<file path="src/hdl/npst_pkg.sv">
// Shared types and constants for the nearest position tracker.
// Holds the CORDIC arctangent table, angle constants and controller commands.
// No dependencies.
package npst_pkg;

	localparam int unsigned MaxSteps = 24;
	localparam logic signed [25:0] Deg90 = 26'sd5898240;
	localparam logic signed [25:0] Deg180 = 26'sd11796480;
	localparam logic signed [25:0] Deg360 = 26'sd23592960;
	localparam logic signed [33:0] CordicK = 34'sd652032874;
	localparam logic [43:0] DistMax = 44'hFFFFFFFFFFF;
	localparam logic signed [24:0] RefRadius = 25'sd1630976;

	localparam logic [0:0] RegLat = 1'b0;
	localparam logic [0:0] RegLon = 1'b1;

	// Operation selected for the shared multiplier.
	typedef enum logic [2:0] {
		MUL_RCLAT = 3'd0,
		MUL_X = 3'd1,
		MUL_Y = 3'd2,
		MUL_Z = 3'd3,
		MUL_DX = 3'd4,
		MUL_DY = 3'd5,
		MUL_DZ = 3'd6
	} mul_op_t;

	typedef struct packed {
		logic load_item;     // capture report fields, start latitude CORDIC
		logic load_ref;      // start reference conversion
		logic cordic_start;  // load CORDIC with current angle
		logic cordic_step;   // one rotation step
		logic cordic_lat;    // store CORDIC result as latitude terms
		logic cordic_lon;    // store CORDIC result as longitude terms
		logic mul_en;        // perform a multiply step
		mul_op_t mul_op;
		logic store_ref;     // copy xyz to reference
		logic finish;        // update minimum and load output
	} npst_cmd_t;

	typedef struct packed {
		logic cordic_done;
	} npst_stat_t;

	function automatic logic signed [22:0] atan_deg(input logic [4:0] i);
		case (i)
			5'd0: atan_deg = 23'sd2949120;
			5'd1: atan_deg = 23'sd1740967;
			5'd2: atan_deg = 23'sd919879;
			5'd3: atan_deg = 23'sd466945;
			5'd4: atan_deg = 23'sd234379;
			5'd5: atan_deg = 23'sd117304;
			5'd6: atan_deg = 23'sd58666;
			5'd7: atan_deg = 23'sd29335;
			5'd8: atan_deg = 23'sd14668;
			5'd9: atan_deg = 23'sd7334;
			5'd10: atan_deg = 23'sd3667;
			5'd11: atan_deg = 23'sd1833;
			5'd12: atan_deg = 23'sd917;
			5'd13: atan_deg = 23'sd458;
			5'd14: atan_deg = 23'sd229;
			5'd15: atan_deg = 23'sd115;
			5'd16: atan_deg = 23'sd57;
			5'd17: atan_deg = 23'sd29;
			5'd18: atan_deg = 23'sd14;
			5'd19: atan_deg = 23'sd7;
			5'd20: atan_deg = 23'sd4;
			5'd21: atan_deg = 23'sd2;
			5'd22: atan_deg = 23'sd1;
			default: atan_deg = 23'sd0;
		endcase
	endfunction

endpackage

</file>
<file path="src/hdl/npst_ctrl.sv">
// Controller state machine for the nearest position tracker.
// Sequences reference updates and report processing. Depends on npst_pkg.
module npst_ctrl (
	input logic clk,
	input logic arst_n,
	input logic in_fire,
	input logic cfg_fire,
	input logic out_busy,
	input npst_pkg::npst_stat_t stat,
	output logic in_ready,
	output logic cfg_ready,
	output npst_pkg::npst_cmd_t cmd
);
	import npst_pkg::*;

	typedef enum logic [11:0] {
		S_IDLE = 12'b000000000001,
		S_LAT_RUN = 12'b000000000010,
		S_LON_START = 12'b000000000100,
		S_LON_RUN = 12'b000000001000,
		S_M_RC = 12'b000000010000,
		S_M_X = 12'b000000100000,
		S_M_Y = 12'b000001000000,
		S_M_Z = 12'b000010000000,
		S_M_DX = 12'b000100000000,
		S_M_DY = 12'b001000000000,
		S_M_DZ = 12'b010000000000,
		S_FIN = 12'b100000000000
	} state_t;

	state_t state_q, state_d;
	logic is_ref_q;
	logic boot_q;

	// The reference is recomputed after every register write; it must finish
	// before the next item, which the idle rule for configuration ensures.
	// Right after reset one reference pass runs for the reset register values.
	assign cfg_ready = (state_q == S_IDLE) && !boot_q;
	assign in_ready = (state_q == S_IDLE) && !boot_q && !cfg_fire;

	always_comb begin
		state_d = state_q;
		cmd = '0;
		cmd.mul_op = MUL_RCLAT;
		case (state_q)
			S_IDLE: begin
				if (cfg_fire || boot_q) begin
					cmd.load_ref = 1'b1;
					cmd.cordic_start = 1'b1;
					state_d = S_LAT_RUN;
				end else if (in_fire) begin
					cmd.load_item = 1'b1;
					cmd.cordic_start = 1'b1;
					state_d = S_LAT_RUN;
				end
			end
			S_LAT_RUN: begin
				cmd.cordic_step = 1'b1;
				if (stat.cordic_done) begin
					cmd.cordic_step = 1'b0;
					cmd.cordic_lat = 1'b1;
					state_d = S_LON_START;
				end
			end
			S_LON_START: begin
				cmd.cordic_start = 1'b1;
				state_d = S_LON_RUN;
			end
			S_LON_RUN: begin
				cmd.cordic_step = 1'b1;
				if (stat.cordic_done) begin
					cmd.cordic_step = 1'b0;
					cmd.cordic_lon = 1'b1;
					state_d = S_M_RC;
				end
			end
			S_M_RC: begin
				cmd.mul_en = 1'b1;
				cmd.mul_op = MUL_RCLAT;
				state_d = S_M_X;
			end
			S_M_X: begin
				cmd.mul_en = 1'b1;
				cmd.mul_op = MUL_X;
				state_d = S_M_Y;
			end
			S_M_Y: begin
				cmd.mul_en = 1'b1;
				cmd.mul_op = MUL_Y;
				state_d = S_M_Z;
			end
			S_M_Z: begin
				cmd.mul_en = 1'b1;
				cmd.mul_op = MUL_Z;
				state_d = is_ref_q ? S_FIN : S_M_DX;
			end
			S_M_DX: begin
				cmd.mul_en = 1'b1;
				cmd.mul_op = MUL_DX;
				state_d = S_M_DY;
			end
			S_M_DY: begin
				cmd.mul_en = 1'b1;
				cmd.mul_op = MUL_DY;
				state_d = S_M_DZ;
			end
			S_M_DZ: begin
				cmd.mul_en = 1'b1;
				cmd.mul_op = MUL_DZ;
				state_d = S_FIN;
			end
			S_FIN: begin
				if (is_ref_q) begin
					cmd.store_ref = 1'b1;
					state_d = S_IDLE;
				end else if (!out_busy) begin
					cmd.finish = 1'b1;
					state_d = S_IDLE;
				end
			end
			default: state_d = S_IDLE;
		endcase
	end

	always_ff @(posedge clk or negedge arst_n) begin
		if (!arst_n) begin
			state_q <= S_IDLE;
			is_ref_q <= 1'b0;
			boot_q <= 1'b1;
		end else begin
			state_q <= state_d;
			if (cmd.load_ref) is_ref_q <= 1'b1;
			else if (cmd.load_item) is_ref_q <= 1'b0;
			if (cmd.load_ref) boot_q <= 1'b0;
		end
	end

endmodule

</file>
<file path="config.mk">
export PLATFORM = sky130hd
export DESIGN_NAME = npst_ctrl
export DESIGN_NICKNAME = d
export VERILOG_FILES = /design/src/hdl/npst_pkg.sv /design/src/hdl/npst_ctrl.sv
export SDC_FILE = /design/constraint.sdc
export NUM_CORES = 1
export LEC_CHECK = 0
export BUFFER_PORTS_ARGS = -buffer_cell sky130_fd_sc_hd__buf_2
export CORE_MARGIN = 5
export CORE_UTILIZATION = 30
export DETAILED_ROUTE_END_ITERATION = 12
export PLACE_DENSITY = 0.59
export SLEW_MARGIN = 20
export SYNTH_ARGS = -nofsm -noshare
export SYNTH_HDL_FRONTEND = slang
export SYNTH_SLANG_ARGS = --single-unit
</file>
<file path="constraint.sdc">
create_clock -name clk -period 4.02 [get_ports clk]
set_input_delay 0.804 -clock clk [delete_from_list [all_inputs] [get_ports clk]]
set_output_delay 0.804 -clock clk [all_outputs]
set_load 0.02 [all_outputs]
</file>
==> results of run 1 <==
==> stage by stage <==
step	total power [mW]	hold slack, ns
global route	0.538	0.414
detailed placement	0.396	0.502
CTS	0.502	0.416
global placement	0.396	0.500
floorplan	0.343	0.465
finish	0.497	0.409
==> power by group through the flow <==
stage	registers, mW	logic (mW)	clock network (mW)
5_1_grt	0.197	0.226	0.115
2_1_floorplan	0.178	0.164	0
3_5_place_dp	0.196	0.200	0
3_3_place_gp	0.195	0.201	0
6_report	0.193	0.200	0.103
4_1_cts	0.194	0.202	0.106
==> state kept, by name (all words and copies together), names as in the netlist <==
signal and cells:
boot_q 1, is_ref_q 1, state_q 12
==> cell usage in the layout, fill, tap and decap left out, types with 2 or more instances in the layout <==
cell and count:
xor2_1 4, dfrtp_1 12, nand3_1 2, nor4_1 3, nor2b_1 2, buf_2 19, inv_1 3, and2_1 3
nand4_1 2, and4b_1 2, nor3b_1 2, o2bb2ai_1 2, o21ai_0 4, clkbuf_4 3, nand2_1 6, and3_1 7
or4_4 2, nor3_1 4, nor4b_1 4, nor2_1 9, dfstp_2 2
==> layer usage <==
metal,vias to the layer above,global-route usage,share of wire
met1,347,0.130,0.46
met4,0,0.0317,0.0092
li1,385,-,-
met2,25,0.152,0.47
met5,-,0,0
met3,2,0.0345,0.063
==> cell families after synthesis <==
group,count (synthesis),share of synthesized area
buf+inv,8,0.0434
flops,14,0.395
simple gates,56,0.417
xor+xnor,5,0.0490
compound gates,12,0.0953
==> area by class of cell <==
type,count,share of cell area
multi-input combinational,73,0.484
sequential,14,0.341
timing repair buffer,19,0.0918
inverter,3,0.0109
clock buffer,4,0.0350
tap,31,0.0374
==> worst min path at each step <==
stage	start	end	slack, ns
final	arst_n	is_ref_q$_DFFE_PN0P_	0.41
after global routing	arst_n	is_ref_q$_DFFE_PN0P_	0.41
after CTS	arst_n	state_q[3]$_DFFE_PN0P_	0.42
after detailed placement	is_ref_q$_DFFE_PN0P_	state_q[8]$_DFFE_PN0P_	0.50
after global placement	is_ref_q$_DFFE_PN0P_	state_q[8]$_DFFE_PN0P_	0.50
after floorplan	is_ref_q$_DFFE_PN0P_	state_q[8]$_DFFE_PN0P_	0.47
==> impl_metrics.py, run 1 <==
metrics = {
    "timing": {
        "worst_pin_slew_ns": 0.548,
        "slew_headroom": 0.631,
        "fmax_ghz": 0.346,
        "hold_viol": 0,
        "min_period_ns": 2.89,
        "tns_ns": 0,
        "skew_ns": 0.00607,
        "setup_ws_ns": 1.13,
        "fin_crit_sh": 0.720,
        "rsz0062_at_grt": "no",
        "setup_viol": 0,
        "slew_viol_final": 0,
    },
    "setup_path": {
        "startpoint": "state_q[4]$_DFFE_PN0P_",
        "cp_data_arrival_time_ns": 2.09,
        "crit_chain": "or4_4 > nor2_4 > nand2_1 > o21ai_0 > buf_2",
        "path_delay_family": "simple AND/OR/NAND/NOR gates",
        "r2r_end": "is_ref_q$_DFFE_PN0P_",
        "setup.worst_path.end": "cmd[9]",
        "r2r_slack_ns": 2.20,
        "r2r-start": "state_q[4]$_DFFE_PN0P_",
        "cp_slowest_cell": "or4_4",
        "cp_max_fo": 8,
        "reg2regPathDepth": 5,
        "cpPeakStageDelay_ns": 0.61,
        "cp.required_ns": 3.22,
        "cp-end-kind": "primary output",
        "worst_setup_path_start_kind": "flip-flop",
        "worst-path-stages": 5,
        "crit_type": "flip-flop to primary output",
        "path_buf_inv": 1,
    },
    "yosys": {
        "yosys-top-cells-count": "dfrtp_1 (12), nor2_1 (9), and3_1 (7), nand2_1 (6)",
        "ys_types": 37,
        "ys_seq_area_frac": 0.395,
        "synth.top_cell.area_share": 0.336,
        "syn-cell-area_um2": 893,
        "synth_top_area_cell": "dfrtp_1",
        "synth_nets": 101,
        "synth.most_common_cell": "dfrtp_1",
        "async_flop_share": 1.00,
        "synth_cells": 95,
        "yosys-top-cells-area": "dfrtp_1 (34%), dfstp_2 (5.9%), and3_1 (4.9%), nor4b_1 (3.9%), xor2_1 (3.9%)",
        "synth_area_per_cell_um2": 9.40,
        "ys_warn_count": 0,
        "synthFlopType": "dfrtp_1",
        "ys_seq_elements": 14,
        "synth_edf_count": 0,
    },
    "clock_tree": {
        "cts.sinks": 14,
        "cts_root_buf": "clkbuf_4",
        "max-clock-path-buffers": 2,
        "hold_buffers": 0,
        "cts-htree-levels": 1,
        "postCtsSetupBuffers": 0,
        "cts_tree": "built",
        "clkLatencyLatePin_ns": 0.28,
        "cts_buffers": 3,
        "clk_pin_slew_worst_paths_ns": 0.09,
        "cts_resized": 0,
    },
    "placement": {
        "gp_routability_congestion": 0.757,
        "post-place-cells": 140,
        "place_ws_ns": 1.45,
        "port_buffers": 19,
        "dpl_cell_area_um2": 1000,
        "dp_hpwl_um": 1410,
    },
    "drt": {
        "avgViaCountPerCell": 5.27,
        "drtAntennaViolNets": 0,
        "drc": 0,
        "drt_iter0_drc": 11,
        "wl_per_cell_um": 12.9,
        "first_pass_iters": 4,
        "vias": 759,
        "drt-total-wl_um": 1860,
    },
    "die": {
        "dieHeight_um": 64.6,
        "io_pins": 20,
        "die_w_um": 64.6,
        "core_area_um2": 2810,
        "rows": 19,
        "die_area_um2": 4170,
        "start_util": 0.318,
    },
    "grt": {
        "gr-usage-all-layers": 0.0989,
        "grt_pass1_vias": 705,
        "grt_overflow": 0,
        "grt_max_degree": 15,
        "grt_pass1_wl_um": 3260,
        "antenna_found_initial": 0,
    },
    "power_and_ir_drop": {
        "cellPowerDensity_nw_per_um2": 479,
        "ir_worst_vdd_v": 0.000348,
        "seqPwrFrac": 0.389,
        "p_leak_nw": 0.547,
        "p_clk_frac": 0.208,
        "power_switching_uw": 198,
        "power_frac_comb": 0.402,
        "p_int_uw": 299,
        "swShare": 0.398,
    },
    "layout": {
        "syn_to_final_growth_pct": 16.0,
        "layout-drive-gt1-share": 0.292,
        "fin_util": 0.369,
        "num_antenna_cells": 0,
        "fill_cells": 303,
        "fin_cells": 144,
        "seqCellArea_um2": 353,
        "layout.nets": 120,
        "multiInputGateArea_um2": 502,
        "stdcell_area_um2": 1040,
    },
    "min_path": {
        "hp-class": "input port to async pin",
    },
    "outcome": {
        "status": "finished clean",
    },
    "job": {
        "timing.max_cap.violations": 0,
    },
}
Note: power is estimated with default switching activity, not from simulation.
==> inputs of run 2 (changes only) <==
Settings changed: PLACE_DENSITY 0.59 to 0.61.
Clock period 4.02 ns to 2.6 ns, I/O delays scaled along.
==> run 2 against run 1 <==
  * Clock power is 21% higher
  * Total power is 55% higher
  * Register-to-register slack worse by 1.4 ns
  * Critical endpoint is now cmd[2]
  * Sequential share of layout area is 0.21 points lower
  * Final cell count is 2.1% higher
  * Largest power group unchanged
  * Non-clock buffer count is 4 higher
==> impl_metrics.py, run 2 (synthesized netlist as in run 1, its figures left out) <==
metrics = {
    "layout": {
        "fin_util": 0.377,
        "final_common_cell": "buf_2",
        "final_cell_mix": "buf_2 (19), nor2_1 (9), dfrtp_1 (8), and3_1 (7), nand2_1 (6)",
        "fin_cells": 147,
        "layout-drive-gt1-share": 0.345,
        "largest-register": "state_q",
        "top_regs": "state_q x12, boot_q x1, is_ref_q x1",
        "num_antenna_cells": 0,
        "largest_reg_flops": 12,
        "layout.nets": 124,
        "syn_to_final_growth_pct": 18.3,
    },
    "timing": {
        "worst_pin_slew_ns": 0.561,
        "fmax_ghz": 0.397,
        "min_period_ns": 2.52,
        "tns_ns": 0,
        "fin_crit_sh": 0.968,
        "slew_headroom": 0.623,
        "skew_ns": 0.00432,
        "setup_viol": 0,
        "slew_viol_final": 0,
        "rsz0062_at_grt": "yes",
        "hold_viol": 0,
    },
    "min_path": {
        "hp-class": "input port to async pin",
    },
    "die": {
        "dieHeight_um": 64.6,
        "die_area_um2": 4170,
        "rows": 19,
        "io_pins": 20,
        "die_w_um": 64.6,
        "core_area_um2": 2810,
        "start_util": 0.318,
    },
    "clock_tree": {
        "cts_root_buf": "clkbuf_4",
        "hold_buffers": 0,
        "clkLatencyLatePin_ns": 0.28,
        "cts_tree": "built",
        "cts-htree-levels": 1,
        "cts.sinks": 14,
        "clk_pin_slew_worst_paths_ns": 0.09,
        "max-clock-path-buffers": 2,
        "cts_buffers": 3,
    },
    "setup_path": {
        "worst_setup_path_start_kind": "flip-flop",
        "path_delay_family": "simple AND/OR/NAND/NOR gates",
        "cp_slowest_cell": "or4_4",
        "crit_type": "flip-flop to primary output",
        "reg2regPathDepth": 6,
        "cp_data_arrival_time_ns": 2.00,
        "r2r_end": "state_q[1]$_DFFE_PN0P_",
        "cp.required_ns": 2.08,
        "r2r_slack_ns": 0.77,
        "crit_chain": "or4_4 > nor2b_4 > and4b_1 > or2_1 > buf_2",
        "cpPeakStageDelay_ns": 0.60,
        "cp-end-kind": "primary output",
        "cp_max_fo": 7,
        "r2r-start": "state_q[4]$_DFFE_PN0P_",
        "path_buf_inv": 1,
    },
    "drt": {
        "drt_iter0_drc": 35,
        "drt-total-wl_um": 2110,
        "wl_per_cell_um": 14.3,
        "drtAntennaViolNets": 0,
        "drc": 0,
        "avgViaCountPerCell": 5.46,
        "first_pass_iters": 4,
        "vias": 802,
    },
    "outcome": {
        "status": "finished clean",
    },
    "placement": {
        "dp_hpwl_um": 1550,
        "gp_routability_congestion": 0.803,
        "post-place-cells": 141,
        "port_buffers": 19,
    },
    "power_and_ir_drop": {
        "power_frac_comb": 0.442,
        "ir_worst_vdd_v": 0.000457,
        "p_clk_frac": 0.163,
        "p_leak_nw": 0.553,
        "seqPwrFrac": 0.395,
        "power_switching_uw": 316,
        "swShare": 0.412,
        "p_int_uw": 452,
        "cellPowerDensity_nw_per_um2": 727,
    },
    "grt": {
        "antenna_found_initial": 0,
        "gr-usage-all-layers": 0.108,
        "grt_pass1_wl_um": 3560,
        "grt_max_degree": 15,
        "grt_overflow": 0,
        "grt_pass1_vias": 784,
    },
    "job": {
        "timing.max_cap.violations": 0,
    },
}
==> run 2: worst register-to-register path, stage by stage, from the launching register on <==
cell,delay [ns]
dfrtp_2,0.45
or4_4,0.60
nor2b_4,0.21
buf_4,0.14
nand4b_2,0.14
nand2b_2,0.13
o2bb2ai_1,0.11
==> run 2: worst max-delay path by stage <==
| stage | slack (ns) | depth (start not counted) | start | endpoint |
|---|---|---|---|---|
| 2_1_floorplan | 0.24 | 5 | state_q[7]$_DFFE_PN0P_ | cmd[9] |
| 3_3_place_gp | 0.35 | 5 | state_q[4]$_DFFE_PN0P_ | cmd[9] |
| 3_5_place_dp | 0.33 | 5 | state_q[4]$_DFFE_PN0P_ | cmd[9] |
| 4_1_cts | 0.05 | 5 | state_q[4]$_DFFE_PN0P_ | cmd[2] |
| 5_1_grt | -0.01 | 5 | state_q[5]$_DFFE_PN0P_ | cmd[2] |
| 6_report | 0.08 | 5 | state_q[4]$_DFFE_PN0P_ | cmd[2] |
==> run 2: through the flow <==
stage / power, mW / setup slack, ns / area (um^2) / hold slack [ns]
6_report: 0.768 / 0.0830 / 1060 / 0.134
5_1_grt: 0.824 / -0.0119 / 1060 / 0.127
4_1_cts: 0.761 / 0.0467 / 1040 / 0.129
3_5_place_dp: 0.631 / 0.329 / 1010 / 0.442
3_3_place_gp: 0.629 / 0.346 / 1010 / 0.442
2_1_floorplan: 0.530 / 0.244 / 893 / 0.224
==> run 2: metal layers <==
metal / global-route usage / wire length, um / vias to the layer above
li1: - / - / 396
met1: 0.137 / 1010 / 366
met2: 0.177 / 920 / 36
met3: 0.0380 / 157 / 4
met4: 0.0264 / 15 / 0
met5: 0 / 0 / -
==> run 2: cell type report <==
cell class	count	area, um^2
Fill cell	294	1750
Tap cell	31	38.8
Multi-Input combinational cell	73	502
Timing Repair Buffer	23	125
Sequential cell	14	358
Clock buffer	3	22.5
Inverter	3	11.3
==> run 2: power groups by stage <==
stage | clock network (mW) | logic (mW) | registers, mW
final | 0.125 | 0.340 | 0.303
after global placement | 0 | 0.324 | 0.304
after global routing | 0.143 | 0.372 | 0.309
after floorplan | 0 | 0.254 | 0.276
after CTS | 0.131 | 0.328 | 0.301
after detailed placement | 0 | 0.327 | 0.304
==> run 2: what timing repair did <==
action	4_1_cts	5_1_grt
gates resized for setup	0	4
setup buffers	1	2
pin swaps	1	0
setup endpoints to repair	1	4
==> inputs of run 3 (changes only) <==
--- a/config.mk
+++ b/config.mk
@@ -7,7 +7,7 @@
 export LEC_CHECK = 0
 export BUFFER_PORTS_ARGS = -buffer_cell sky130_fd_sc_hd__buf_2
-export CORE_MARGIN = 5
 export CORE_UTILIZATION = 30
 export DETAILED_ROUTE_END_ITERATION = 12
+export GPL_TIMING_DRIVEN = 0
 export PLACE_DENSITY = 0.61
 export SLEW_MARGIN = 20
==> constraint.sdc (replaced) <==
create_clock -name clk -period 2.6 [get_ports clk]
set_input_delay 0.39 -clock clk [delete_from_list [all_inputs] [get_ports clk]]
set_output_delay 0.39 -clock clk [all_outputs]
set_load 0.02 [all_outputs]
==> run 3 against run 2 <==
  * First-iteration DRC count decreased by 71%
  * Via count shrank 0.75%
  * Final area is 0.95% higher
  * Sequential cell count did not move
  * Clock-buffer cell count unchanged
  * Wire length fell by 9.9%
==> impl_metrics.py, run 3 (synthesized netlist as in run 1, its figures left out) <==
metrics = {
    "setup_path": {
        "path_delay_family": "simple AND/OR/NAND/NOR gates",
        "path_buf_inv": 2,
        "cp_max_fo": 8,
        "r2r-start": "state_q[8]$_DFFE_PN0P_",
        "cpPeakStageDelay_ns": 0.57,
        "startpoint": "state_q[8]$_DFFE_PN0P_",
        "cp-end-kind": "primary output",
        "worst_setup_path_start_kind": "flip-flop",
        "r2r_end": "state_q[1]$_DFFE_PN0P_",
        "reg2regPathDepth": 6,
        "cp_data_arrival_time_ns": 2.06,
        "worst-path-stages": 6,
        "crit_type": "flip-flop to primary output",
        "setup.worst_path.end": "cmd[11]",
        "r2r_slack_ns": 0.82,
        "crit_chain": "clkbuf_2 > or4_4 > nor2_4 > and3_1 > and2_1 > buf_2",
        "cp_slowest_cell": "or4_4",
        "cp.required_ns": 2.21,
    },
    "drt": {
        "drt-total-wl_um": 1900,
        "drt_iter0_drc": 10,
        "first_pass_iters": 4,
        "wl_per_cell_um": 12.8,
        "vias": 796,
        "drtAntennaViolNets": 0,
        "avgViaCountPerCell": 5.38,
        "drc": 0,
    },
    "timing": {
        "hold_viol": 0,
        "min_period_ns": 2.45,
        "hold_ws_ns": 0.000151,
        "rsz0062_at_grt": "yes",
        "slew_viol_final": 0,
        "fin_crit_sh": 0.942,
        "skew_ns": 0.00216,
        "worst_pin_slew_ns": 0.598,
        "fmax_ghz": 0.408,
        "tns_ns": 0,
        "slew_headroom": 0.598,
        "setup_viol": 0,
    },
    "die": {
        "die_area_um2": 3200,
        "die_w_um": 56.6,
        "dieHeight_um": 56.6,
        "rows": 19,
        "core_area_um2": 2780,
        "start_util": 0.321,
        "io_pins": 20,
    },
    "power_and_ir_drop": {
        "ir_worst_vdd_v": 0.000449,
        "p_leak_nw": 0.558,
        "cellPowerDensity_nw_per_um2": 717,
    },
    "grt": {
        "grt_overflow": 0,
        "gr-usage-all-layers": 0.132,
        "grt_max_degree": 15,
        "antenna_found_initial": 0,
        "grt_pass1_wl_um": 3250,
        "grt_pass1_vias": 708,
    },
    "clock_tree": {
        "cts.sinks": 14,
        "cts_tree": "built",
        "clk_pin_slew_worst_paths_ns": 0.09,
        "cts_buffers": 3,
        "clkLatencyLatePin_ns": 0.27,
        "hold_buffers": 0,
        "cts_resized": 0,
        "cts_root_buf": "clkbuf_4",
        "postCtsSetupBuffers": 0,
        "cts-htree-levels": 1,
        "max-clock-path-buffers": 2,
    },
    "layout": {
        "final_common_cell": "buf_2",
        "top_regs": "state_q x12, boot_q x1, is_ref_q x1",
        "largest-register": "state_q",
        "final_cell_mix": "buf_2 (19), dfrtp_1 (12), nor2_1 (9), and3_1 (7), nand2_1 (5)",
        "layout.nets": 125,
        "largest_reg_flops": 12,
        "num_antenna_cells": 0,
        "syn_to_final_growth_pct": 19.5,
        "layout-drive-gt1-share": 0.308,
    },
    "placement": {
        "gp_routability_congestion": 0.732,
        "port_buffers": 19,
        "dp_hpwl_um": 1460,
    },
    "job": {
        "timing.max_cap.violations": 0,
    },
    "min_path": {
        "hp-class": "input port to async pin",
    },
    "outcome": {
        "status": "finished clean",
    },
}
[run 3: cell types whose count changed in the layout (fill, tap and decap cells not counted), moves of 3 or more]
| cell | delta |
|---|---|
| buf_4 | -4 |
| dfrtp_1 | +4 |
| dfrtp_2 | -4 |
| clkbuf_1 | +3 |
[run 3: metal layers]
layer,global-route usage,up-vias,routed length [um]
met5,0,-,0
met4,0.0627,0,10
met3,0.0346,2,105
met2,0.200,19,894
met1,0.175,378,887
li1,-,397,-
[run 3: worst min-delay path by stage]
stage / from / to / slack (ns) / depth (start not counted)
final: arst_n / is_ref_q$_DFFE_PN0P_ / 0.0002 / 1
after floorplan: arst_n / is_ref_q$_DFFE_PN0P_ / 0.09 / 0
after CTS: arst_n / is_ref_q$_DFFE_PN0P_ / 0.002 / 1
after global placement: arst_n / is_ref_q$_DFFE_PN0P_ / 0.31 / 1
after global routing: arst_n / state_q[3]$_DFFE_PN0P_ / 0.01 / 1
after detailed placement: arst_n / is_ref_q$_DFFE_PN0P_ / 0.31 / 1
[run 3: area by class of cell]
type | instances | area (um^2)
Buffer | 5 | 27.5
Clock buffer | 3 | 22.5
Fill cell | 287 | 1710
Inverter | 3 | 11.3
Multi-Input combinational cell | 73 | 519
Sequential cell | 14 | 353
Tap cell | 31 | 38.8
Timing Repair Buffer | 19 | 95.1
[run 3: power by group]
group          leakage [nW]  internal [mW]  switching [mW]
Sequential            0.184          0.252          0.0304
Combinational         0.360          0.143           0.217
Clock                0.0138         0.0536          0.0698
Total                 0.558          0.448           0.317
[run 3: worst register-to-register path, cell delays in order (launching register included)]
cell       delay [ns]
dfrtp_1          0.36
clkbuf_2         0.15
or4_4            0.57
nor2_4           0.19
and3_4           0.21
nand2b_2         0.12
o2bb2ai_1        0.11
[run 3: per-stage QoR]
stage	power (mW)	setup slack [ns]	util	area (um^2)	cells
2_1_floorplan	0.530	0.374	-	893	95
3_3_place_gp	0.616	0.353	0.369	1030	145
3_5_place_dp	0.627	0.338	0.369	1030	145
4_1_cts	0.752	0.0406	0.377	1050	148
5_1_grt	0.825	-0.0113	0.384	1070	148
6_report	0.766	0.150	0.384	1070	148
